### config.mk
export PLATFORM = sky130hd
export DESIGN_NAME = gicu_emit_flat
export DESIGN_NICKNAME = d
export VERILOG_FILES = /design/src/rtl/gicu_pkg.sv /design/src/rtl/gicu_out_if.sv /design/src/rtl/gicu_emit.sv /design/src/flat_wrapper.sv
export SDC_FILE = /design/constraint.sdc
export NUM_CORES = 1
export LEC_CHECK = 0
export ABC_AREA = 1
export BUFFER_PORTS_ARGS = -buffer_cell sky130_fd_sc_hd__buf_4
export CAP_MARGIN = 20
export CORE_ASPECT_RATIO = 0.5
export CORE_UTILIZATION = 29
export CTS_CLUSTER_DIAMETER = 40
export DETAILED_ROUTE_END_ITERATION = 8
export PLACE_DENSITY_LB_ADDON = 0.15
export SLEW_MARGIN = 20
export SYNTH_ARGS = -nofsm -noshare
export SYNTH_HDL_FRONTEND = slang
export SYNTH_SLANG_ARGS = --single-unit
### constraint.sdc
create_clock -name clk -period 6.1 [get_ports clk]
set_input_delay 1.22 -clock clk [delete_from_list [all_inputs] [get_ports clk]]
set_output_delay 1.22 -clock clk [all_outputs]
set_load 0.02 [all_outputs]
### src/rtl/gicu_pkg.sv
// Shared constants and types for the growth interface column update block.
// No dependencies; the other files that use it refer to it by scoped names.
`default_nettype none

package gicu_pkg;

    // configuration port
    localparam int CFG_IDX_W  = 2;
    localparam int CFG_DATA_W = 1;

    localparam logic [CFG_IDX_W-1:0] CFG_FIXED_BOUNDARY = 2'd0;
    localparam logic [CFG_IDX_W-1:0] CFG_CENTER_ENABLED = 2'd1;

    typedef struct packed {
        logic fixed_boundary;
        logic center_enabled;
    } cfg_t;

    // what the update stage hands to the result serializer
    typedef struct packed {
        logic has_main;   // chosen column produced a word (pixel or finished)
        logic main_on;    // set or clear for that pixel
        logic fin;        // full height reached
        logic edges;      // set and clear words for both outer columns follow
    } bundle_flags_t;

endpackage

`default_nettype wire

### src/rtl/gicu_out_if.sv
// Result channel: valid/ready plus one changed pixel per word.
// Depends on nothing; widths follow GRID_SIZE.
`default_nettype none

interface gicu_out_if #(parameter int GRID_SIZE = 512) ();
    localparam int CW = $clog2(GRID_SIZE);
    localparam int HW = $clog2(GRID_SIZE + 1);

    logic          valid;
    logic          ready;
    logic [CW-1:0] pixel_col;
    logic [HW-1:0] pixel_row;
    logic          pixel_on;
    logic          finished;
    logic          last;

    modport source (output valid, output pixel_col, output pixel_row, output pixel_on,
                    output finished, output last, input ready);
    modport sink   (input valid, input pixel_col, input pixel_row, input pixel_on,
                    input finished, input last, output ready);
endinterface

`default_nettype wire

### src/rtl/gicu_emit.sv
// Result serializer: holds one item's words and hands them out in order.
// Depends on gicu_pkg (bundle_flags_t) and gicu_out_if.
`default_nettype none

module gicu_emit #(
    parameter  int GRID_SIZE = 512,
    localparam int CW        = $clog2(GRID_SIZE),
    localparam int HW        = $clog2(GRID_SIZE + 1)
) (
    input  wire logic                    clk,
    input  wire logic                    rst_n,
    input  wire logic                    load,
    input  wire gicu_pkg::bundle_flags_t flags,
    input  wire logic [CW-1:0]           col,
    input  wire logic [HW-1:0]           main_row,
    input  wire logic [HW-1:0]           el,
    input  wire logic [HW-1:0]           er,
    output      logic                    free,
    gicu_out_if.source                   pixel
);

    localparam logic [2:0] SLOT_MAIN  = 3'd0;
    localparam logic [2:0] SLOT_L_SET = 3'd1;
    localparam logic [2:0] SLOT_L_CLR = 3'd2;
    localparam logic [2:0] SLOT_R_SET = 3'd3;
    localparam logic [2:0] SLOT_R_CLR = 3'd4;

    localparam logic [CW-1:0] COL_RIGHT = CW'(GRID_SIZE - 1);

    logic                    valid_reg;
    logic                    valid_next;
    logic [2:0]              slot_reg;
    logic [2:0]              slot_next;
    logic [2:0]              slot_succ;
    gicu_pkg::bundle_flags_t flags_reg;
    logic [CW-1:0]           col_reg;
    logic [HW-1:0]           row_reg;
    logic [HW-1:0]           el_reg;
    logic [HW-1:0]           er_reg;
    logic                    fire;
    logic                    word_last;

    always_comb
    begin
        pixel.pixel_col = '0;
        pixel.pixel_row = '0;
        pixel.pixel_on  = 1'b0;
        pixel.finished  = 1'b0;
        word_last       = 1'b1;
        slot_succ       = SLOT_MAIN;
        case (slot_reg)
            SLOT_MAIN:
            begin
                pixel.pixel_col = col_reg;
                pixel.pixel_row = row_reg;
                pixel.pixel_on  = flags_reg.main_on;
                pixel.finished  = flags_reg.fin;
                word_last       = !flags_reg.edges;
                slot_succ       = SLOT_L_SET;
            end
            SLOT_L_SET:
            begin
                pixel.pixel_row = el_reg;
                pixel.pixel_on  = 1'b1;
                word_last       = 1'b0;
                slot_succ       = SLOT_L_CLR;
            end
            SLOT_L_CLR:
            begin
                pixel.pixel_row = el_reg + HW'(1);
                word_last       = 1'b0;
                slot_succ       = SLOT_R_SET;
            end
            SLOT_R_SET:
            begin
                pixel.pixel_col = COL_RIGHT;
                pixel.pixel_row = er_reg;
                pixel.pixel_on  = 1'b1;
                word_last       = 1'b0;
                slot_succ       = SLOT_R_CLR;
            end
            SLOT_R_CLR:
            begin
                pixel.pixel_col = COL_RIGHT;
                pixel.pixel_row = er_reg + HW'(1);
            end
            default:
            begin
                word_last = 1'b1;
            end
        endcase
    end

    assign pixel.valid = valid_reg;
    assign pixel.last  = word_last;
    assign fire        = valid_reg && pixel.ready;
    assign free        = !valid_reg || (fire && word_last);

    always_comb
    begin
        valid_next = valid_reg;
        slot_next  = slot_reg;
        if (load)
        begin
            valid_next = 1'b1;
            slot_next  = flags.has_main ? SLOT_MAIN : SLOT_L_SET;
        end
        else if (fire && word_last)
        begin
            valid_next = 1'b0;
        end
        else if (fire)
        begin
            slot_next = slot_succ;
        end
    end

    always_ff @(posedge clk or negedge rst_n)
    begin
        if (!rst_n)
        begin
            valid_reg <= 1'b0;
            slot_reg  <= SLOT_MAIN;
        end
        else
        begin
            valid_reg <= valid_next;
            slot_reg  <= slot_next;
        end
    end

    always_ff @(posedge clk)
    begin
        if (load)
        begin
            flags_reg <= flags;
            col_reg   <= col;
            row_reg   <= main_row;
            el_reg    <= el;
            er_reg    <= er;
        end
    end

endmodule

`default_nettype wire

### src/flat_wrapper.sv
// flat-port wrapper written by rule: the top's interface ports become plain ports
module gicu_emit_flat 
#(
    parameter  int GRID_SIZE = 512,
    localparam int CW        = $clog2(GRID_SIZE),
    localparam int HW        = $clog2(GRID_SIZE + 1)
)
  (clk, rst_n, load, flags, col, main_row, el, er, free, pixel_valid, pixel_pixel_col, pixel_pixel_row, pixel_pixel_on, pixel_finished, pixel_last, pixel_ready);
  gicu_out_if #(.GRID_SIZE(GRID_SIZE)) pixel_i ();
  input  wire logic clk;
  input  wire logic rst_n;
  input  wire logic load;
  input  wire gicu_pkg::bundle_flags_t flags;
  input  wire logic [CW-1:0] col;
  input  wire logic [HW-1:0] main_row;
  input  wire logic [HW-1:0] el;
  input  wire logic [HW-1:0] er;
  output      logic free;
  output wire logic [$bits(pixel_i.valid)-1:0] pixel_valid;
  output wire logic [$bits(pixel_i.pixel_col)-1:0] pixel_pixel_col;
  output wire logic [$bits(pixel_i.pixel_row)-1:0] pixel_pixel_row;
  output wire logic [$bits(pixel_i.pixel_on)-1:0] pixel_pixel_on;
  output wire logic [$bits(pixel_i.finished)-1:0] pixel_finished;
  output wire logic [$bits(pixel_i.last)-1:0] pixel_last;
  input wire logic [$bits(pixel_i.ready)-1:0] pixel_ready;
  assign pixel_valid = pixel_i.valid;
  assign pixel_pixel_col = pixel_i.pixel_col;
  assign pixel_pixel_row = pixel_i.pixel_row;
  assign pixel_pixel_on = pixel_i.pixel_on;
  assign pixel_finished = pixel_i.finished;
  assign pixel_last = pixel_i.last;
  assign pixel_i.ready = pixel_ready;
  gicu_emit #(.GRID_SIZE(GRID_SIZE)) u_core (.clk(clk), .rst_n(rst_n), .load(load), .flags(flags), .col(col), .main_row(main_row), .el(el), .er(er), .free(free), .pixel(pixel_i));
endmodule
### Word-level counts from Yosys, hierarchy flattened

Index checks and enable logic that the tools add are counted.

* input port bits: 47
* logic and storage cells: 40
* bits in registers: 46

* reduce and logical (&&, ||, !) cells: 12
* $add $sub $neg: 2
* equality and inequality tests: 5
* mux-type cells: 12

Operators by type and width (number)
* $pmux W10 S5: 1
* $add A10 B1 Y10 const B: 2
* $pmux W9 S2: 1
* $pmux W3 S4: 1
* $mux W3: 3
* $eq A3 B2 Y1 const B: 2
* $mux W1: 4
* $pmux W1 S2: 2
* $reduce_bool A2 Y1: 2
* $reduce_or A2 Y1: 2
* $eq A3 B1 Y1 const B: 1
* $eq A3 B3 Y1 const B: 1
* $logic_not A3 Y1: 1
* $reduce_or A3 Y1: 1
* $logic_and A1 B1 Y1: 2
* $logic_not A1 Y1: 2
* $ne A2 B2 Y1 const B: 1
* $reduce_and A2 Y1: 1
* $logic_or A1 B1 Y1: 1

### Depth between registers and ports, before layout

Gate-level depths: netlist of the first run.

* depth after elaboration: 6
* gate-level depth with buffers: 13
* mapped depth without buffers: 11

### Least setup slack after synthesis of the first run

OpenSTA, ideal clock, no wires.

* path type: reg2out
* start point: register u_core.slot_reg[1]
* end point: output port pixel_pixel_row[8]
* data required time: 4.880 ns
* path buffers: 2
* arrival: 1.811 ns
* cell stages (with the launch flop): 13
* slack: 3.069 ns
* cell sequence: dfrtp_1 > buf_2 > nor2_8 > nand2_8 > buf_12 > nand2_2 > nand2_4 > ha_1 > nand2_1 > nor2_2 > nand2_1 > nand2_1 > o21ai_1

* word-level cells in the longest chain between the ends: 2

Ends and longest elaborated chain
* start, declared: RTL line gicu_emit.sv:32 `logic [2:0] slot_reg;`
* start signal, assigned: RTL line gicu_emit.sv:128 `slot_reg <= slot_next;`
* $eq A3 B3 Y1 (tied with other cells): RTL line gicu_emit.sv:51 `case (slot_reg)`
* $pmux W10 S5 *: RTL line gicu_emit.sv:51
* end, declared: RTL line flat_wrapper.sv:21 `output wire logic [$bits(pixel_i.pixel_row)-1:0] pixel_pixel_row;`

Every way passes the cells marked *; elsewhere a longest branch is shown, timed or not.

### Worst setup path in the final report of the first run

* start point: register u_core.slot_reg[1]
* end point: output port pixel_pixel_row[6]

The elaborated chain is that of the path after synthesis.

==> results of run 1 <==
==> cell usage in the layout, fill, tap and decap left out, drive strengths merged, types with 2 or more instances in the layout <==
cell type / synthesis / routed
a21oi: 2 / 2
a221oi: 3 / 3
a22oi: 4 / 4
buf: 5 / 71
clkbuf: 0 / 6
dfrtp: 4 / 4
edfxtp: 42 / 42
inv: 18 / 18
nand2: 77 / 77
nand3: 22 / 22
nand4: 2 / 2
nor2: 14 / 14
o21ai: 7 / 7
o21bai: 2 / 2
==> cell type report <==
type,instances,area [um2]
clock buffer,6,129
clock inverter,2,37.5
fill,704,4380
inverter,18,67.6
multi-input combinational,142,774
sequential,46,1360
tap,96,120
timing repair buffer,71,533
==> power by group <==
group | total, uW | internal [uW] | switching [uW]
Clock | 307 | 193 | 113
Combinational | 227 | 94.8 | 132
Sequential | 387 | 373 | 14.9
Total | 921 | 661 | 260
==> worst min-delay path, stage by stage (launching register included) <==
cell	delay [ns]
dfrtp_1	0.37
nand2_1	0.09
nand2_1	0.06
==> metrics by stage <==
| stage | hold slack [ns] | utilization | total power (uW) | area (um2) |
|---|---|---|---|---|
| after CTS | 0.549 | 0.408 | 937 | 3020 |
| final | 0.555 | 0.408 | 921 | 3020 |
| after global routing | 0.606 | 0.408 | 973 | 3020 |
| after floorplan | 0.629 | - | 520 | 2250 |
| after global placement | 0.508 | 0.386 | 622 | 2860 |
| after detailed placement | 0.532 | 0.386 | 624 | 2860 |
==> cells by family (layout without fill, tap and decap cells) <==
kind of cell             count (synthesis)  after routing  share of synthesized area
buffers and inverters                   23             97                     0.0490
flip-flops                              46             46                      0.606
adder cells (fa/ha/maj)                  1              1                    0.00557
AO/OA/AOI/OAI                           22             22                     0.0713
AND/OR/NAND/NOR                        119            119                      0.268
==> final timing paths <==
path,start,slack (ns),endpoint
max,u_core.slot_reg[1],2.52,pixel_pixel_row[6]
min,u_core.pixel.valid,0.55,u_core.pixel.valid
max reg2reg,u_core.slot_reg[1],4.58,u_core.slot_reg[0]
min reg2reg,u_core.pixel.valid,0.55,u_core.pixel.valid
max in group asynchronous,rst_n,5.29,u_core.slot_reg[2]
min in group asynchronous,rst_n,0.71,u_core.slot_reg[1]
==> per-layer routing <==
layer / GRT usage / wire length [um] / up-vias
met5: 0 / 0 / -
met4: 0.0452 / 44 / 0
met3: 0.0469 / 333 / 5
met2: 0.206 / 2260 / 46
met1: 0.181 / 2400 / 771
li1: - / - / 871
==> results.md, run 1 <==
* Result of the run: finished, final reports clean
* Area Growth Syn to Fin at 34.6%
* CP startpoint kind: flip-flop
* Final Worst Setup Slack at 2.52 ns
* I/O Pins at 71
* First-pass GRT wire length at 8290 um
* CTS Root Buffer Type: clkbuf_16
* Peak fanout along the critical path at 11
* Layout cells sized above 1 at 0.361
* Remaining DRCs at 0
* Hold path cells at 2
* DRT iter0 DRCs at 126
* Tightest Pin Transition at 0.675 ns
* Finished Layout Cells at 381
* Post-Syn Area at 0.00225 mm2
* Synth Flop Type: edfxtp_1
* Most frequent cells after synthesis: 65 x nand2_1, 42 x edfxtp_1, 21 x nand3_1
* CTS tree: built
* Critical Path End Type: output port
* Vias at 1,693
* Min-delay worst type: reg2reg
* Pwr Density at 305 mW/mm2
* CP max stage delay at 0.53 ns
* CP Depth at 8
* Leakage at 0.00132 uW
* GRT Total Usage at 0.136
* Worst Path Buf+Inv at 3
* Initial antenna violation count at 0
* Clk sinks at 46
* Die extent in y at 64.2 um
* Area share of the largest cell type after synthesis at 0.562
* CTS max path bufs at 2
* RSZ-0062 raised after global routing: false
* Top post-synthesis cells by area: edfxtp_1 56%, nand2_1 11%, nand3_1 4.7%
* CTS resizes at 0
* Final Hold Viols at 0
* Setup Slack @ Placement at 2.77 ns
* Clock skew at 0.000917 ns
* Pin count of the biggest net entering global routing at 45
* Dpl hpwl at 3590 um
* Crit path DAT at 2.36 ns
* Mean Syn Cell Area at 10.6 um2
* Row count at 22
* Synth cell types at 34
* Initial core utilization at 0.303
* Die Width at 126 um
* Crit path max-delay family: simple AND/OR/NAND/NOR gates
* Max IR drop VDD at 0.000141 V
* Vias in the first global route at 1,734
* Setup_tns at 0 ns
* Slew HR at 0.548
* Worst R2R Path Depth at 9
* # hold bufs at CTS at 0
* Cell with the most instances after synthesis: nand2_1
* Mapped Cells at 211
* Skew-Pair Late Insertion Delay at 0.29 ns
* Max Clock Freq at 0.279 GHz
* Final setup fails at 0
* Ys async rst share at 0.0870
* PortBufs at 70
* Final ANT Viol Nets at 0
* Worst Path Class, Setup: reg2out
* Die area at 0.00812 mm2
* CTS clk-pin slew, worst paths at 0.07 ns
* Yosys warns at 0
* Drt total wl at 5030 um
* N_diodes at 0
* Cells after DPL at 373
* Synth Register Bits at 46
* Syn_nets at 259
* Cell Chain, Critical Path: nor2_8 > inv_1 > nor2_1 > buf_4 > a22o_1 > a21oi_1 > nand2_1 > buf_4
* Synth area leader: edfxtp_1
* Setup Fix Bufs, Post-CTS at 0
* CTS Buf Count at 5
* Min Tclk post-route at 3.58 ns
* Slowest stage cell, crit path: nor2_1
* CP dominant cell by count: buf_4
* Grt total ovfl at 0
* Routed len/inst at 13.2 um
* Pre-antenna DRT Iters at 4
* RePlAce Congestion at 0.830
* Number of synthesized flops with an enable pin at 42
* Vias per cell at 4.44
* Critical Path RT at 4.88 ns
* Period utilization at 0.587
* H-tree depth at 2
* Seq/Total Area, Yosys at 0.606
* Core Area at 0.00740 mm2
* Slew Limit Fails at 0
* Max-cap violations at 0
* Nets at 332
No activity file was read; power rests on OpenSTA's default activity.
==> run 2, diff against run 1 <==
--- a/config.mk
+++ b/config.mk
@@ -5,7 +5,7 @@
 export SDC_FILE = /design/constraint.sdc
 export NUM_CORES = 1
 export LEC_CHECK = 0
-export ABC_AREA = 1
+export ABC_AREA = 0
 export BUFFER_PORTS_ARGS = -buffer_cell sky130_fd_sc_hd__buf_4
 export CAP_MARGIN = 20
 export CORE_ASPECT_RATIO = 0.5
==> constraint.sdc (replaced) <==
create_clock -name clk -period 3.5 [get_ports clk]
set_input_delay 0.7 -clock clk [delete_from_list [all_inputs] [get_ports clk]]
set_output_delay 0.7 -clock clk [all_outputs]
set_load 0.02 [all_outputs]
==> run 2 against run 1 <==
Compared with the run above: register-to-register slack got worse by 2.7 ns; flip-flop and latch count unchanged; die area grew 2.8%; synthesized area increased by 2.9%; non-clock buffer count rose by 7; first-iteration DRC count increased by 4.8%; synthesized cell count fell by 11%; setup slack worse by 2.3 ns; total power rose by 99%; sequential share of layout area decreased by 1.2 points; routed wire length grew 9.2%; critical path type unchanged; largest cell class unchanged.
==> results.md, run 2 <==
* Result of the run: finished, final reports clean
* Grt total ovfl at 0 (unchanged)
* Clk sinks at 46 (unchanged)
* Synth area leader: edfxtp_1
* CTS clk-pin slew, worst paths at 0.06 ns (about the same)
* Synth Register Bits at 46 (unchanged)
* Die extent in y at 65.1 um (+1.4%)
* Min Tclk post-route at 3.27 ns
* Row count at 22 (unchanged)
* Final Hold Viols at 0 (unchanged)
* Number of synthesized flops with an enable pin at 42 (unchanged)
* Mean Syn Cell Area at 12.4 um2 (+16%)
* Pin count of the biggest net entering global routing at 47 (+4.4%)
* Max-cap violations at 0 (unchanged)
* Seq/Total Area, Yosys at 0.589 (-0.0171)
* Commonest non-fill, non-tap cells in the layout: 78 x buf_4, 42 x edfxtp_1, 25 x nand2_1
* Vias at 1,754 (+3.6%)
* Max IR drop VDD at 0.000279 V (+97%)
* Post-Syn Area at 0.00231 mm2 (+2.9%)
* CP dominant cell by count: nand2_1
* N_diodes at 0 (unchanged)
* Cell with the most instances after synthesis: edfxtp_1
* Vias in the first global route at 1,772 (+2.2%)
* Remaining DRCs at 0 (unchanged)
* Period utilization at 0.934
* Drt total wl at 5490 um (+9.2%)
* Die area at 0.00835 mm2 (+2.8%)
* Setup_tns at 0 ns (unchanged)
* Number of fill cells at 719 (+2.1%)
* Core Area at 0.00751 mm2 (+1.5%)
* Die Width at 128 um (+1.4%)
* Max Clock Freq at 0.306 GHz
* CP max stage delay at 0.37 ns (-0.16 ns)
* Tightest Pin Transition at 0.577 ns (-0.0986 ns)
* Seq pwr share at 0.375 (-0.046)
* Most frequent cells after synthesis: 42 x edfxtp_1, 25 x nand2_1, 11 x nor2_1, 11 x o21ai_0, 10 x mux2i_1
* # hold bufs at CTS at 0 (unchanged)
* Clock skew at 0.000138 ns (-0.000780 ns)
* Leakage at 0.00131 uW (-0.82%)
* Min-delay worst type: in2async
* Final ANT Viol Nets at 0 (unchanged)
* GRT Total Usage at 0.143 (+0.00680)
* DRT iter0 DRCs at 132 (+4.8%)
* Critical Path End Type: output port
* Most common cell after layout, fill and taps aside: buf_4
* Mapped Cells at 187 (-11%)
* Critical R2R Launch: u_core.slot_reg[1]
* Crit path DAT at 2.57 ns (+0.21 ns)
* PortBufs at 70 (unchanged)
* Skew-Pair Late Insertion Delay at 0.28 ns (about the same)
* Final setup fails at 0 (unchanged)
* Peak fanout along the critical path at 19 (+8)
* Critical Path RT at 2.80 ns (-2.08 ns)
* RSZ-0062 raised after global routing: false
* Sw Share at 0.335 (+0.0529)
* Area Growth Syn to Fin at 34.4%
* Worst R2R Path Depth at 6 (-3)
* Syn_nets at 235 (-9.3%)
* Slew HR at 0.614 (+0.0660)
* Layout cells sized above 1 at 0.384 (+0.0226)
* RePlAce Congestion at 0.774 (-6.7%)
* Yosys warns at 0 (unchanged)
* Pwr Density at 590 mW/mm2 (+94%)
* Area share of the largest cell type after synthesis at 0.546 (-0.0158)
* Nets at 310 (-6.6%)
* Routed len/inst at 14.8 um (+12%)
* Pre-antenna DRT Iters at 4 (unchanged)
* PnR Total Power at 1830 uW (+99%)
* CTS Buf Count at 5 (unchanged)
* Critical Path Start: u_core.slot_reg[1]
* First-pass GRT wire length at 8800 um (+6.2%)
* CTS tree: built
* Synth Flop Type: edfxtp_1
* CP startpoint kind: flip-flop
* CTS Root Buffer Type: clkbuf_16
* Initial core utilization at 0.308 (+0.00421)
* Slew Limit Fails at 0 (unchanged)
* Worst Path Class, Setup: reg2out
* Dpl hpwl at 3920 um (+9.2%)
* Flop-to-flop setup slack at 1.92 ns (-2.66 ns)
* Top post-synthesis cells by area: edfxtp_1 55%, mux2_2 4.4%, dfrtp_1 4.3%
* Logic gate share of total power at 0.369 (+0.123)
* Synth cell types at 38 (+12%)
* Cell Chain, Critical Path: buf_4 > nor3b_4 > nand2_1 > nand2_1 > ha_1 > and4_1 > nand2_1 > xnor2_1 > a222oi_1 > o22ai_1 > buf_4
* Slowest stage cell, crit path: dfrtp_1
* Initial antenna violation count at 0 (unchanged)
* Clock group share of total power at 0.256 (-0.077)
* Worst setup path end: pixel_pixel_row[6]
* Vias per cell at 4.73 (+6.4%)
* Ys async rst share at 0.0870 (unchanged)
* H-tree depth at 2 (unchanged)
* Internal cell power at 1220 uW (+84%)
* Sw Pwr at 614 uW (+140%)
* Reg2reg end: u_core.slot_reg[0]
* CTS max path bufs at 2 (unchanged)
* I/O Pins at 71 (unchanged)
[run 2: cell count changes in the layout (fill, tap and decap cells not counted), sizes merged, moves of 5 or more]
cell   delta
inv      -17
o22ai     +9
xnor2     +5
mux2i    +10
nand3    -13
buf       +7
mux2      +9
nand2    -52
xor2      +7
[run 2: layout make-up]
type                            instances  area [um2]  share of cell area
Clock inverter                          3        21.3             0.00685
Tap cell                              108         135              0.0435
Sequential cell                        46        1360               0.438
Multi-Input combinational cell        130         875               0.282
Inverter                                1        3.75             0.00121
Timing Repair Buffer                   78         586               0.188
Clock buffer                            5         125              0.0403
[run 2: critical path: cells and delay by family, from the launching register on]
family	cells	cell delay (ns)
AOI/OAI and AO/OA	2	0.42
xor gates and xnor gates	1	0.14
adders and majority gates	1	0.23
buffers and inverters	2	0.39
DFF	1	0.37
and+or+nand+nor	5	0.72
[run 2: worst min path at each step]
stage,end,cells after the start,start,slack [ns]
after floorplan,u_core.pixel.valid,0,rst_n,0.40
after global placement,u_core.pixel.valid,1,rst_n,0.50
after detailed placement,u_core.pixel.valid,1,rst_n,0.50
after CTS,u_core.pixel.valid,1,rst_n,0.19
after global routing,u_core.pixel.valid,1,rst_n,0.19
final,u_core.pixel.valid,1,rst_n,0.20
[run 2: power groups by stage]
stage          clock (uW)  sequential, uW  combinational [uW]
2_1_floorplan           0             690                 408
3_3_place_gp            0             699                 673
3_5_place_dp            0             698                 676
4_1_cts               490             687                 679
5_1_grt               516             692                 735
6_report              470             687                 676
[run 2: stage by stage]
stage                      util  hold slack [ns]  setup WS [ns]  instance area, um2  cells
after floorplan               -            0.404          0.492                2310    187
after detailed placement  0.393            0.499          0.575                2950    363
final                     0.413            0.197          0.233                3110    371
after global routing      0.413            0.186         0.0449                3110    371
after CTS                 0.413            0.187          0.205                3100    371
after global placement    0.393            0.498          0.674                2950    363
[run 2: per-layer routing]
metal	share of wire	global-route usage	routed length (um)
met1	0.47	0.185	2560
met2	0.46	0.226	2550
met3	0.060	0.0472	331
met4	0.010	0.0471	55
met5	0	0	0
[run 2: cells by family after synthesis]
kind of cell,Yosys count,share of synthesized area
and+or+nand+nor,61,0.133
AOI/OAI and AO/OA,37,0.104
DFF,46,0.589
xor gates and xnor gates,12,0.0455
buffers and inverters,11,0.0352
muxes,19,0.0872
adders and majority gates,1,0.00541
[run 2: timing repair]
action                     CTS  global route
setup buffers                0             0
gates resized for setup      0             1
setup endpoints to repair    0             1
