### src/rtl/gicu_pkg.sv
// Shared constants and types for the growth interface column update block.
// No dependencies; the other files that use it refer to it by scoped names.
`default_nettype none

package gicu_pkg;

    // configuration port
    localparam int CFG_IDX_W  = 2;
    localparam int CFG_DATA_W = 1;

    localparam logic [CFG_IDX_W-1:0] CFG_FIXED_BOUNDARY = 2'd0;
    localparam logic [CFG_IDX_W-1:0] CFG_CENTER_ENABLED = 2'd1;

    typedef struct packed {
        logic fixed_boundary;
        logic center_enabled;
    } cfg_t;

    // what the update stage hands to the result serializer
    typedef struct packed {
        logic has_main;   // chosen column produced a word (pixel or finished)
        logic main_on;    // set or clear for that pixel
        logic fin;        // full height reached
        logic edges;      // set and clear words for both outer columns follow
    } bundle_flags_t;

endpackage

`default_nettype wire

### src/rtl/gicu_update.sv
// Column update decision: neighbor compare, new height, edge copy values.
// Depends on gicu_pkg (cfg_t, bundle_flags_t).
`default_nettype none

module gicu_update #(
    parameter  int GRID_SIZE = 512,
    localparam int CW        = $clog2(GRID_SIZE),
    localparam int HW        = $clog2(GRID_SIZE + 1)
) (
    input  wire logic [CW-1:0]           col,
    input  wire logic                    shrink_try,
    input  wire logic                    spont_grow,
    input  wire logic                    center_grow,
    input  wire gicu_pkg::cfg_t          cfg,
    input  wire logic                    halted,
    input  wire logic [HW-1:0]           ram_l,
    input  wire logic [HW-1:0]           ram_c,
    input  wire logic [HW-1:0]           ram_r,
    input  wire logic                    byp_valid,
    input  wire logic [CW-1:0]           byp_addr,
    input  wire logic [HW-1:0]           byp_h,
    input  wire logic [HW-1:0]           e0,
    input  wire logic [HW-1:0]           h1,
    input  wire logic [HW-1:0]           hn2,
    input  wire logic [HW-1:0]           en,
    output      logic                    wr_en,
    output      logic [HW-1:0]           nh,
    output      logic                    halt_set,
    output      logic [HW-1:0]           e0_new,
    output      logic [HW-1:0]           h1_new,
    output      logic [HW-1:0]           hn2_new,
    output      logic [HW-1:0]           en_new,
    output      gicu_pkg::bundle_flags_t flags,
    output      logic [HW-1:0]           main_row,
    output      logic                    load
);

    localparam logic [CW-1:0] COL_FIRST = CW'(1);
    localparam logic [CW-1:0] COL_LAST  = CW'(GRID_SIZE - 2);
    localparam logic [CW-1:0] COL_MID   = CW'(GRID_SIZE / 2);
    localparam logic [HW-1:0] FULL      = HW'(GRID_SIZE);

    logic [CW-1:0] xl;
    logic [CW-1:0] xr;
    logic [HW-1:0] hl;
    logic [HW-1:0] hc;
    logic [HW-1:0] hr;
    logic [HW-1:0] hc_inc;
    logic          act;
    logic          grow;
    logic          shr;
    logic          fin;
    logic          edges;

    assign xl = col - CW'(1);
    assign xr = col + CW'(1);

    // the outer columns live in registers; interior reads take the last write
    // when it landed on the same edge as the read
    assign hl = (col == COL_FIRST) ? e0 :
                ((byp_valid && (byp_addr == xl)) ? byp_h : ram_l);
    assign hc = (byp_valid && (byp_addr == col)) ? byp_h : ram_c;
    assign hr = (col == COL_LAST) ? en :
                ((byp_valid && (byp_addr == xr)) ? byp_h : ram_r);

    assign hc_inc = hc + HW'(1);

    assign act  = (col >= COL_FIRST) && (col <= COL_LAST) && !halted;
    assign grow = act && !shrink_try &&
                  ((hl > hc) || (hr > hc) || spont_grow ||
                   (cfg.center_enabled && (col == COL_MID) && center_grow));
    assign shr  = act && shrink_try && ((hl < hc) || (hr < hc));
    assign fin  = grow && (hc_inc == FULL);

    always_comb
    begin
        if (grow)
        begin
            nh = hc_inc;
        end
        else if (shr)
        begin
            nh = hc - HW'(1);
        end
        else
        begin
            nh = hc;
        end
    end

    assign wr_en    = act;
    assign halt_set = fin;
    assign edges    = act && !fin && cfg.fixed_boundary;

    assign h1_new  = (act && (col == COL_FIRST)) ? nh : h1;
    assign hn2_new = (act && (col == COL_LAST))  ? nh : hn2;
    assign e0_new  = edges ? h1_new  : e0;
    assign en_new  = edges ? hn2_new : en;

    // shrink clears the old top row, grow sets the new one
    assign main_row = shr ? hc : nh;

    assign flags.has_main = grow || shr;
    assign flags.main_on  = grow && !fin;
    assign flags.fin      = fin;
    assign flags.edges    = edges;
    assign load           = grow || shr || edges;

endmodule

`default_nettype wire

### config.mk
export PLATFORM = sky130hd
export DESIGN_NAME = gicu_update
export DESIGN_NICKNAME = d
export VERILOG_FILES = /design/src/rtl/gicu_pkg.sv /design/src/rtl/gicu_update.sv
export SDC_FILE = /design/constraint.sdc
export NUM_CORES = 1
export LEC_CHECK = 0
export ABC_CLOCK_PERIOD_IN_PS = 7100
export BUFFER_PORTS_ARGS = -buffer_cell sky130_fd_sc_hd__buf_2
export CAP_MARGIN = 10
export CORE_AREA = 5 5 86 88
export DETAILED_ROUTE_END_ITERATION = 16
export DIE_AREA = 0 0 91 93
export GPL_TIMING_DRIVEN = 0
export PLACE_DENSITY = 0.84
export SLEW_MARGIN = 15
export SYNTH_ARGS = -nofsm -noshare
export SYNTH_HDL_FRONTEND = slang
export SYNTH_SLANG_ARGS = --single-unit
### constraint.sdc
create_clock -name vclk -period 7.1
set_input_delay 0.355 -clock vclk [all_inputs]
set_output_delay 0.355 -clock vclk [all_outputs]
set_load 0.02 [all_outputs]
Word-level counts from Yosys, hierarchy flattened:

Index checks and enable logic that the tools add are counted.

* register bits: 0
* input port bits: 105
* output and inout bits: 67
* word-level logic and storage cells: 55

* add/sub/neg operators: 4
* order comparisons: 6
* equal/unequal tests: 7
* muxes and demuxes: 12
* reductions and logical operators: 26

Operators with widths (number)
* 2-to-1 mux 10 bit: 12
* equality test 9 bit: 3
* > comparator 10 bit: 2
* less-than comparator 10 bit: 2
* equality test 9 bit (second input constant): 2
* logical AND 1 bit: 17
* adder 10 x 1 -> 10 bit (second input constant): 1
* equality test 10 bit (second input constant): 1
* subtractor 10 x 1 -> 10 bit (second input constant): 1
* adder 9 x 1 -> 9 bit (second input constant): 1
* equality test 9 x 1 -> 1 bit (second input constant): 1
* greater-or-equal comparator 9 x 1 -> 1 bit (second input constant): 1
* less-or-equal comparator 9 bit (second input constant): 1
* subtractor 9 x 1 -> 9 bit (second input constant): 1
* logical OR 1 bit: 6
* zero test 1 bit: 3

Longest topological paths before layout:

Gate-level depths: netlist (run 1).

* depth after elaboration: 15
* gate-level depth with buffers: 22
* depth with buffers taken out: 20

Worst setup path after synthesis (run 1):

Ideal clock, no wire load.

* kind: input to output
* from: input col[0]
* to: output e0_new[6]
* data arrival time: 5.319 ns
* required time: 6.745 ns
* path slack: 1.426 ns
* stages: 20
* path buffers: 2
* cell sequence: ha_1 > xor2_1 > nor3b_1 > a31oi_1 > or4_1 > a211oi_1 > buf_1 > mux2i_1 > a21oi_1 > ha_1 > and3_1 > a221o_1 > a221oi_1 > a31oi_1 > a2111o_1 > clkbuf_1 > a32oi_1 > xor2_1 > mux2_2 > mux2_4

* elaborated cells between the ends (all ways): 46
* those cells by class: add/sub: 4; order compare: 6; eq/ne: 7; mux: 9; reduce/logical: 20

RTL lines
* from (decl): RTL line gicu_update.sv:10 `input wire logic [CW-1:0] col,`
* subtractor 9 x 1 -> 9 bit or adder 9 x 1 -> 9 bit (tied branches): RTL line gicu_update.sv:55, gicu_update.sv:56
* equality test 9 bit (on tied branches): RTL line gicu_update.sv:61, gicu_update.sv:64
* logical AND 1 bit (on tied branches): RTL line gicu_update.sv:61, gicu_update.sv:64
* 2-to-1 mux 10 bit (on tied branches): RTL line gicu_update.sv:61, gicu_update.sv:64
* 2-to-1 mux 10 bit (on tied branches): RTL line gicu_update.sv:60, gicu_update.sv:63
* > comparator 10 bit: RTL line gicu_update.sv:70 `((hl > hc) || (hr > hc) || spont_grow ||`
* logical OR 1 bit (3 in series): RTL line gicu_update.sv:70
* logical AND 1 bit: RTL line gicu_update.sv:69 `assign grow = act && !shrink_try &&`
* 2-to-1 mux 10 bit (*): RTL line gicu_update.sv:77 `if (grow)`
* via nh[6]: RTL line gicu_update.sv:27 `output logic [HW-1:0] nh,`
* 2-to-1 mux 10 bit (*): RTL line gicu_update.sv:95 `assign h1_new = (act && (col == COL_FIRST)) ? nh : h1;`
* via h1_new[6]: RTL line gicu_update.sv:30 `output logic [HW-1:0] h1_new,`
* 2-to-1 mux 10 bit (*): RTL line gicu_update.sv:97 `assign e0_new = edges ? h1_new : e0;`
* to (decl): RTL line gicu_update.sv:29 `output logic [HW-1:0] e0_new,`

Mark *: on every way through the listed nets, which the timed path passes. The rest lies on a longest branch.

Worst setup path after layout (run 1):

* from: input col[3]
* to: output en_new[0]

* longest elaborated chain between the ends: 15
* elaborated cells between the ends (all ways): 46
* those cells by class: add/sub: 4; order compare: 6; eq/ne: 7; mux: 9; reduce/logical: 20

Ends and longest elaborated chain
* subtractor 9 x 1 -> 9 bit or adder 9 x 1 -> 9 bit (tied branches): RTL line gicu_update.sv:55, gicu_update.sv:56
* equality test 9 bit (on tied branches): RTL line gicu_update.sv:61, gicu_update.sv:64
* logical AND 1 bit (on tied branches): RTL line gicu_update.sv:61, gicu_update.sv:64
* 2-to-1 mux 10 bit (on tied branches): RTL line gicu_update.sv:61, gicu_update.sv:64
* 2-to-1 mux 10 bit (on tied branches): RTL line gicu_update.sv:60, gicu_update.sv:63
* > comparator 10 bit: RTL line gicu_update.sv:70
* logical OR 1 bit (3 in series): RTL line gicu_update.sv:70
* logical AND 1 bit: RTL line gicu_update.sv:69
* logical AND 1 bit: RTL line gicu_update.sv:73 `assign fin = grow && (hc_inc == FULL);`
* zero test 1 bit: RTL line gicu_update.sv:93 `assign edges = act && !fin && cfg.fixed_boundary;`
* logical AND 1 bit (2 in series): RTL line gicu_update.sv:93
* 2-to-1 mux 10 bit (*): RTL line gicu_update.sv:98 `assign en_new = edges ? hn2_new : en;`
* to (decl): RTL line gicu_update.sv:32 `output logic [HW-1:0] en_new,`

Every way passes the cells marked *; elsewhere a longest branch is shown, timed or not.

==> results by group, run 1 <==
Floorplanning
  – Rows: 30
  – Die ar.: 8460 µm²
  – Die width: 91 µm
  – I/O pin count: 172
  – Core box area: 6570 µm²
  – Die Y: 93 µm
  – Initial Util: 45.7%

Placement
  – Post-DP HPWL: 10100 µm
  – RD Place Congestion: 0.909
  – Dpl cells: 655
  – # port buffers: 169
  – DP Area: 3950 µm²
  – Dpl ws: 392 ps

Routing
  – DRC errors left: 0
  – Drt initial violations: 153
  – Antenna viol nets, final: 0
  – Vias/cell: 5.83
  – DR pass1 iterations: 5
  – Detailed Route WL: 11500 µm
  – Drt wl/cell: 17.5 µm
  – Vias: 3821

Timing
  – Worst-Margin Slew: 804 ps
  – Final WS setup: 538 ps
  – Fmax: 152 MHz
  – Final slew viol count: 0
  – Setup TNS: 0 ps
  – Tmin final: 6560 ps
  – Worst slew margin: 46.4%
  – Final setup viols: 0
  – Fin. Hold Viols: 0
  – Tcrit/Tclk final: 92.4%
  – RSZ-0062 raised after global routing: no

Global routing
  – Initial antenna violation count: 0
  – Vias in the first global route: 3861
  – Tot GR Track Use: 25.4%
  – First-pass GRT wire length: 18400 µm
  – GR Overflow Total: 0
  – GR Layer Usage met3: 4.34%
  – Layer with the highest usage: met2
  – Met2 GRT Util: 47.0%
  – Global routing usage on met1: 30.0%
  – Largest net degree at the start of global routing: 11

Setup path
  – Crit path launch type: input port
  – Critical-path cell list: buf_2 -> xnor2_1 -> nor3b_1 -> a31oi_1 -> or4_1 -> a211oi_1 -> clkbuf_2 -> mux2i_1 -> a21oi_1 -> ha_1 -> and3_1 -> a221o_1 -> a221oi_1 -> a31oi_1 -> a2111o_1 -> clkbuf_1 -> a21oi_1 -> xnor2_1 -> mux2_2 -> mux2_4 -> buf_2
  – Setup Crit Path Kind: input port to output pin
  – Critical path's largest stage delay: 490 ps
  – Cell family with most CP delay: compound AO/OA/AOI/OAI gates
  – Critical path buffers and inverters: 4
  – CP endpoint kind: output pin
  – Critical path arrival: 6210 ps
  – Max FO, Critical Path: 10
  – Worst EP required: 6740 ps
  – Crit-path slowest cell: or4_1

Layout
  – Layout cells sized above 1: 39.5%
  – Diode count: 0
  – Clock buffers: 0
  – Final non-filler cell area: 3950 µm²
  – Area delta synth->final: 31.6%
  – FF/Latch Area: 0 µm²
  – Final Net Count: 709
  – Seq_cells: 0
  – Fill count: 642
  – Fin cells: 655

Clocking
  – Hold Buf Count CTS: 0

Power and ir drop
  – Logic pwr share: 100.0%
  – Clk pwr share: 0%
  – VDD IR max: 0.0361 mV
  – Overall power: 0.000249 W
  – Sequential share of power: 0%
  – Switching power: 0.000147 W
  – Power density cells: 63.2 nW/µm²
  – Sw frac: 58.9%
  – Lkg Pwr: 1.92 nW
  – P_int: 0.000103 W

Yosys
  – Ys Warns: 0
  – Post-synthesis xor/xnor area fraction: 11.7%
  – Syn_nets: 538
  – Largest family of logic cells by synthesized area: multiplexers
  – Simple-gate share of the synthesized area: 23.3%
  – Post-Syn Area: 3000 µm²
  – Netlist cell types: 55
  – Syn avg cell area: 7.39 µm²
  – Compound-gate portion of the synthesized area: 18.8%
  – Mapped Cells: 406
  – Mux share of post-synthesis cell area: 28.8%
  – Post-Synth Adder-Cell Area: 11.3%
  – Sequential-to-total area share from yosys stat: 0%

Run
  – Max-cap violations: 0

Worst hold path
  – Hold/Removal Path Class: input port to output pin
  – Hold path depth: 4
  – Hold path start: cfg[1]
  – Hold Path End: load

Run status
  – Status: finished, final reports clean
==> Yosys cell counts, types with 8 or more instances <==
cell | count | share of area [%]
nand2_1 | 39 | 4.9
a21oi_1 | 30 | 5.0
ha_1 | 27 | 11
mux2_4 | 19 | 9.5
and3_1 | 13 | 2.7
clkbuf_1 | 10 | 1.3
xor2_1 | 19 | 5.5
inv_1 | 13 | 1.6
o21ai_0 | 18 | 3.0
nor2_1 | 36 | 4.5
mux2i_1 | 32 | 11
nand3_1 | 9 | 1.5
mux2_2 | 21 | 7.9
nor3_1 | 11 | 1.8
a31oi_1 | 8 | 1.7
xnor2_1 | 21 | 6.1
==> per-layer routing <==
layer / vias to the layer above / share of wire (%)
met5: - / 0
met4: 0 / 2.7
met3: 31 / 9.5
met2: 217 / 50
met1: 1731 / 38
li1: 1842 / -
==> metrics by stage <==
stage | util [%] | hold slack, ps
3_3_place_gp | 60.1 | 1060
2_1_floorplan | - | 870
6_report | 60.1 | 1070
5_1_grt | 60.1 | 1090
3_5_place_dp | 60.1 | 1070
4_1_cts | 60.1 | 1070
==> cell type report <==
class	count	area, µm²	area share, %
multi-input cells	368	2820	71.3
inverters	14	52.6	1.33
well taps	80	100	2.54
repair buffers	169	846	21.4
plain buffers	24	133	3.36
==> power by group through the flow <==
stage | Clock (W) | Sequential [W] | Combinational, W
floorplan | 0 | 0 | 0.000153
global route | 0 | 0 | 0.000272
detailed placement | 0 | 0 | 0.000248
CTS | 0 | 0 | 0.000249
finish | 0 | 0 | 0.000249
global placement | 0 | 0 | 0.000242
==> placed cells by master (no fill, tap or decap), drive strengths merged, types with 3 or more instances in the layout <==
cell      n
inv      14
nand2    39
nor2b     4
nand4     7
mux2     40
nor4      4
a21oi    30
or4       3
mux2i    33
o211ai    3
a211oi    3
xnor2    21
nor2     36
ha       27
nand3     9
xor2     19
nand3b    3
o21ai    18
clkbuf   12
a32oi     4
and2      4
nor3     11
and3     13
buf     181
a221o     3
a31oi     8
==> kinds of logic after synthesis <==
group           Yosys count
compound gates           87
simple gates            141
fa+ha+maj                27
buf+inv                  38
xor+xnor                 40
mux                      73
==> worst max path at each step <==
stage                       from        end  cells past startpoint
after floorplan           col[0]  e0_new[6]                     20
after detailed placement  col[3]  en_new[0]                     21
after CTS                 col[3]  en_new[0]                     21
final                     col[3]  en_new[0]                     21
after global routing      col[3]  e0_new[0]                     21
after global placement    col[3]  e0_new[0]                     21
==> repair_timing <==
action                                 in CTS  in global routing
setup buffers                               0                  0
setup endpoints to repair                   0                  2
gates resized for setup                     0                  1
endpoints found under the hold margin       0                  0
(Power assumes the default switching activity.)
==> inputs of run 2 (changes only) <==
- CORE_AREA: 5 5 86 88 -> 5 5 83 92
- DIE_AREA: 0 0 91 93 -> 0 0 88 97
- PLACE_DENSITY: 0.84 -> 0.83
==> run 2 against run 1 <==
  * Cell area about the same
  * Count of clock-buffer cells in the layout unchanged
  * Combinational power about the same
  * Flip-flop and latch count unchanged
  * Critical path depth unchanged
  * Worst hold slack better by 1.1 ps
  * Critical endpoint is now e0_new[0]
  * Largest cell class unchanged
  * Highest routed layer unchanged
  * Sequential share of layout area unchanged
  * Global-route usage down 0.59 points
  * Setup slack worse by 31 ps
==> results by group, run 2 (same netlist as run 1, synthesis figures left out) <==
Run status
  – Status: finished, final reports clean

Layout
  – Final Net Count: 709 (unchanged)
  – Diode count: 0 (unchanged)
  – Clock buffers: 0 (unchanged)
  – Final non-filler cell area: 3950 µm² (about the same)
  – FF/Latch Area: 0 µm² (unchanged)
  – Layout cells sized above 1: 39.3% (-0.17 points)
  – Area delta synth->final: 31.6% (about the same)
  – Core Util, Final: 60.2% (+0.15 points)
  – Most frequent cells in the layout: 171 x buf_2, 39 x nand2_1, 36 x nor2_1, 32 x mux2i_1, 30 x a21oi_1
  – Fin cells: 657 (+0.31%)
  – Seq_cells: 0 (unchanged)
  – Most common cell after layout, fill and taps aside: buf_2

Routing
  – Antenna viol nets, final: 0 (unchanged)
  – DR pass1 iterations: 4 (-1)
  – Detailed Route WL: 11600 µm (+0.59%)
  – Drt initial violations: 178 (+16%)
  – Drt wl/cell: 17.6 µm (+0.29%)
  – DRC errors left: 0 (unchanged)
  – Vias/cell: 5.76 (-1.2%)
  – Vias: 3787 (-0.89%)

Timing
  – Final setup viols: 0 (unchanged)
  – Setup TNS: 0 ps (unchanged)
  – Worst-Margin Slew: 765 ps (-39.6 ps)
  – Final slew viol count: 0 (unchanged)
  – Tcrit/Tclk final: 92.9% (+0.44 points)
  – Fin. Hold Viols: 0 (unchanged)
  – RSZ-0062 raised after global routing: no
  – Tmin final: 6590 ps (+31.4 ps)
  – Worst slew margin: 47.5% (+1.2 points)
  – Fmax: 152 MHz (-0.48%)

Global routing
  – GR Layer Usage met3: 2.80% (-1.5 points)
  – Global routing usage on met1: 28.5% (-1.5 points)
  – Layer with the highest usage: met2
  – Vias in the first global route: 3644 (-5.6%)
  – Tot GR Track Use: 24.8% (-0.59 points)
  – Largest net degree at the start of global routing: 11 (unchanged)
  – Met2 GRT Util: 46.6% (-0.36 points)
  – Initial antenna violation count: 0 (unchanged)
  – First-pass GRT wire length: 17600 µm (-4.1%)
  – GR Overflow Total: 0 (unchanged)

Power and ir drop
  – Lkg Pwr: 1.92 nW (-0.18%)
  – VDD IR max: 0.0382 mV (+5.6%)
  – Power density cells: 63.2 nW/µm² (about the same)

Clocking
  – Post-CTS Resized: 0 (unchanged)
  – Hold Buf Count CTS: 0 (unchanged)
  – Post CTS Setup Buffer Count: 0 (unchanged)

Run
  – Max-cap violations: 0 (unchanged)

Setup path
  – Worst EP required: 6740 ps (about the same)
  – Critical path arrival: 6240 ps (+30 ps)
  – Termination of the worst setup path: e0_new[0]
  – Max FO, Critical Path: 10 (unchanged)
  – Crit path launch type: input port
  – Setup Crit Path Kind: input port to output pin
  – Crit path from: col[3]
  – CP endpoint kind: output pin

Floorplanning
  – Core box area: 6560 µm² (-0.21%)
  – I/O pin count: 172 (unchanged)
  – Rows: 31 (+3.3%)
  – Die Y: 97 µm (+4.3%)
  – Die width: 88 µm (-3.3%)
  – Die ar.: 8540 µm² (+0.86%)
  – Initial Util: 45.8% (+0.096 points)

Worst hold path
  – Hold/Removal Path Class: input port to output pin
  – Hold path depth: 4 (unchanged)

Placement
  – RD Place Congestion: 0.978 (+7.6%)
  – Post-DP HPWL: 10200 µm (+1.0%)
  – Dpl cells: 657 (+0.31%)
  – # port buffers: 169 (unchanged)
  – DP Area: 3950 µm² (about the same)
## run 2: changes by cell type in the layout (fill, tap and decap cells not counted), sizes merged
cell / change
buf: +1
clkbuf: -1
## run 2: worst min-delay path by stage
stage          startpoint        end  slack (ps)
6_report           cfg[1]       load        1070
5_1_grt             en[8]  en_new[8]        1090
4_1_cts            cfg[1]       load        1060
3_5_place_dp       cfg[1]       load        1060
3_3_place_gp       cfg[1]       load        1060
2_1_floorplan       e0[0]  e0_new[0]         870
## run 2: final cells by class
type | instances | area [µm²]
multi-input cells | 368 | 2820
fillers | 644 | 2610
repair buffers | 169 | 846
plain buffers | 24 | 131
well taps | 82 | 103
inverters | 14 | 52.6
## run 2: where the power goes
part / switching, W / internal (W) / leakage [nW]
clock network: 0 / 0 / 0
logic: 0.000147 / 0.000103 / 1.92
registers: 0 / 0 / 0
total: 0.000147 / 0.000103 / 1.92
## run 2: metal layers
layer	vias up	part of all wire (%)	wire length (µm)
li1	1850	-	-
met5	-	0	0
met3	22	10	1180
met1	1720	36	4160
met2	195	51	5930
met4	0	2.4	277
## run 2: metrics by stage
step                setup WS (ps)  power, W  hold WS, ps
global route                 78.8  0.000271         1090
finish                        507  0.000250         1070
floorplan                    1430  0.000153          870
CTS                           526  0.000249         1060
global placement              517  0.000243         1060
detailed placement            527  0.000248         1060
## run 2: critical path, stage by stage
cell and delay (ps):
buf_2 130, xnor2_1 440, nor3b_1 240, a31oi_1 60, or4_1 520, a211oi_1 190, buf_1 580, mux2i_1 250
a21oi_1 90, ha_1 300, and3_1 190, a221o_1 340, a221oi_1 400, a31oi_1 90, a2111o_1 440, clkbuf_1 230
a21oi_1 470, xnor2_1 200, mux2_2 310, mux2_4 250, buf_2 160
==> inputs of run 3 (changes only) <==
- CAP_MARGIN: 10 -> 20
- PLACE_DENSITY: 0.83 -> unset
- PLACE_DENSITY_LB_ADDON: unset -> 0.1
==> run 3 against run 2 <==
  * Flip-flop and latch count is the same
  * Critical path depth is the same
  * Count of clock-buffer cells in the layout is the same
  * Global-route usage grew 0.86 points
  * Maximum frequency shrank 1.3%
  * Via count shrank 0.92%
  * Critical endpoint unchanged
  * Power grew 0.51%
  * Cell area is the same
  * Highest routed layer unchanged
  * Combinational power is essentially flat
==> results by group, run 3 (same netlist as run 1, synthesis figures left out) <==
Timing
  – Final slew viol count: 0 (unchanged)
  – Tcrit/Tclk final: 94.1% (+1.2 points)
  – Fmax: 150 MHz (-1.3%)
  – Hold slack: 1060 ps (-10.9 ps)
  – Fin. Hold Viols: 0 (unchanged)
  – Worst slew margin: 49.6% (+2.0 points)
  – Final setup viols: 0 (unchanged)
  – RSZ-0062 raised after global routing: no
  – Tmin final: 6680 ps (+86.5 ps)
  – Worst-Margin Slew: 756 ps (-8.62 ps)
  – Setup TNS: 0 ps (unchanged)
  – Final WS setup: 420 ps (-86.5 ps)

Global routing
  – Vias in the first global route: 3575 (-1.9%)
  – GR Layer Usage met3: 2.29% (-0.51 points)
  – Layer with the highest usage: met2
  – Met2 GRT Util: 49.7% (+3.0 points)
  – Global routing usage on met1: 29.2% (+0.68 points)
  – GR Overflow Total: 0 (unchanged)
  – Initial antenna violation count: 0 (unchanged)
  – Largest net degree at the start of global routing: 11 (unchanged)
  – First-pass GRT wire length: 17800 µm (+0.90%)
  – Tot GR Track Use: 25.7% (+0.86 points)

Layout
  – Fill count: 647 (+0.47%)
  – Multi-input gate area: 2820 µm² (unchanged)
  – Most common cell after layout, fill and taps aside: buf_2
  – Clock buffers: 0 (unchanged)
  – Layout cells sized above 1: 39.3% (unchanged)
  – Diode count: 0 (unchanged)
  – Area delta synth->final: 31.6% (unchanged)
  – Seq_cells: 0 (unchanged)
  – Final Net Count: 709 (unchanged)
  – Most frequent cells in the layout: 171 x buf_2, 39 x nand2_1, 36 x nor2_1, 32 x mux2i_1, 30 x a21oi_1
  – FF/Latch Area: 0 µm² (unchanged)

Routing
  – Drt wl/cell: 18.0 µm (+2.6%)
  – Vias/cell: 5.71 (-0.92%)
  – DRC errors left: 0 (unchanged)
  – Antenna viol nets, final: 0 (unchanged)
  – Vias: 3752 (-0.92%)
  – Detailed Route WL: 11900 µm (+2.6%)
  – DR pass1 iterations: 5 (+1)
  – Drt initial violations: 155 (-13%)

Run
  – Max-cap violations: 0 (unchanged)

Setup path
  – CP endpoint kind: output pin
  – Setup Crit Path Kind: input port to output pin
  – Worst EP required: 6740 ps (about the same)
  – Critical path arrival: 6320 ps (+80 ps)
  – Max FO, Critical Path: 10 (unchanged)
  – Crit path launch type: input port

Placement
  – # port buffers: 169 (unchanged)
  – Dpl ws: 474 ps (-53.3 ps)
  – Post-DP HPWL: 10400 µm (+2.3%)
  – RD Place Congestion: 0.868 (-11%)

Run status
  – Status: finished, final reports clean

Power and ir drop
  – Lkg Pwr: 1.92 nW (unchanged)
  – Power density cells: 63.5 nW/µm² (+0.51%)
  – VDD IR max: 0.0322 mV (-16%)

Floorplanning
  – Die Y: 97 µm (unchanged)
  – Rows: 31 (unchanged)
  – I/O pin count: 172 (unchanged)
  – Die ar.: 8540 µm² (unchanged)
  – Initial Util: 45.8% (unchanged)
  – Die width: 88 µm (unchanged)
  – Core box area: 6560 µm² (unchanged)

Clocking
  – Hold Buf Count CTS: 0 (unchanged)
  – Post CTS Setup Buffer Count: 0 (unchanged)
  – Post-CTS Resized: 0 (unchanged)

Worst hold path
  – Hold/Removal Path Class: input port to output pin
-- run 3: layout make-up --
| class | instances | area share, % |
|---|---|---|
| inverters | 14 | 1.33 |
| multi-input cells | 368 | 71.3 |
| plain buffers | 24 | 3.33 |
| repair buffers | 169 | 21.4 |
| well taps | 82 | 2.60 |
-- run 3: per-stage QoR --
| stage | utilization (%) | std cells | total power [W] | area, µm² |
|---|---|---|---|---|
| after global placement | 60.2 | 657 | 0.000246 | 3950 |
| after CTS | 60.2 | 657 | 0.000250 | 3950 |
| final | 60.2 | 657 | 0.000251 | 3950 |
| after detailed placement | 60.2 | 657 | 0.000250 | 3950 |
| after floorplan | - | 406 | 0.000153 | 3000 |
| after global routing | 60.2 | 657 | 0.000270 | 3950 |
-- run 3: final timing paths --
| kind | cells past startpoint | from | endpoint |
|---|---|---|---|
| setup / recovery | 21 | col[3] | e0_new[0] |
| hold / removal | 4 | cfg[1] | load |
-- run 3: layer usage --
layer  up-vias  share of wire [%]  wire length [µm]
met5         -                  0                 0
met3        22                6.4               761
met1      1737                 38              4550
met2       153                 53              6230
met4         0                2.6               313
li1       1840                  -                 -
-- run 3: critical path, cell delays in order --
cell and delay [ps]:
buf_2 140, xnor2_1 420, nor3b_1 240, a31oi_1 70
or4_1 540, a211oi_1 190, buf_1 600, mux2i_1 250
a21oi_1 90, ha_1 310, and3_1 190, a221o_1 350
a221oi_1 390, a31oi_1 80, a2111o_1 430, clkbuf_1 230
a21oi_1 460, xnor2_1 240, mux2_2 320, mux2_4 250
buf_2 160
-- run 3: report_power, final --
part	total, W	switching (W)	leakage [nW]	internal [W]
clock network	0	0	0	0
registers	0	0	0	0
logic	0.000251	0.000148	1.92	0.000103
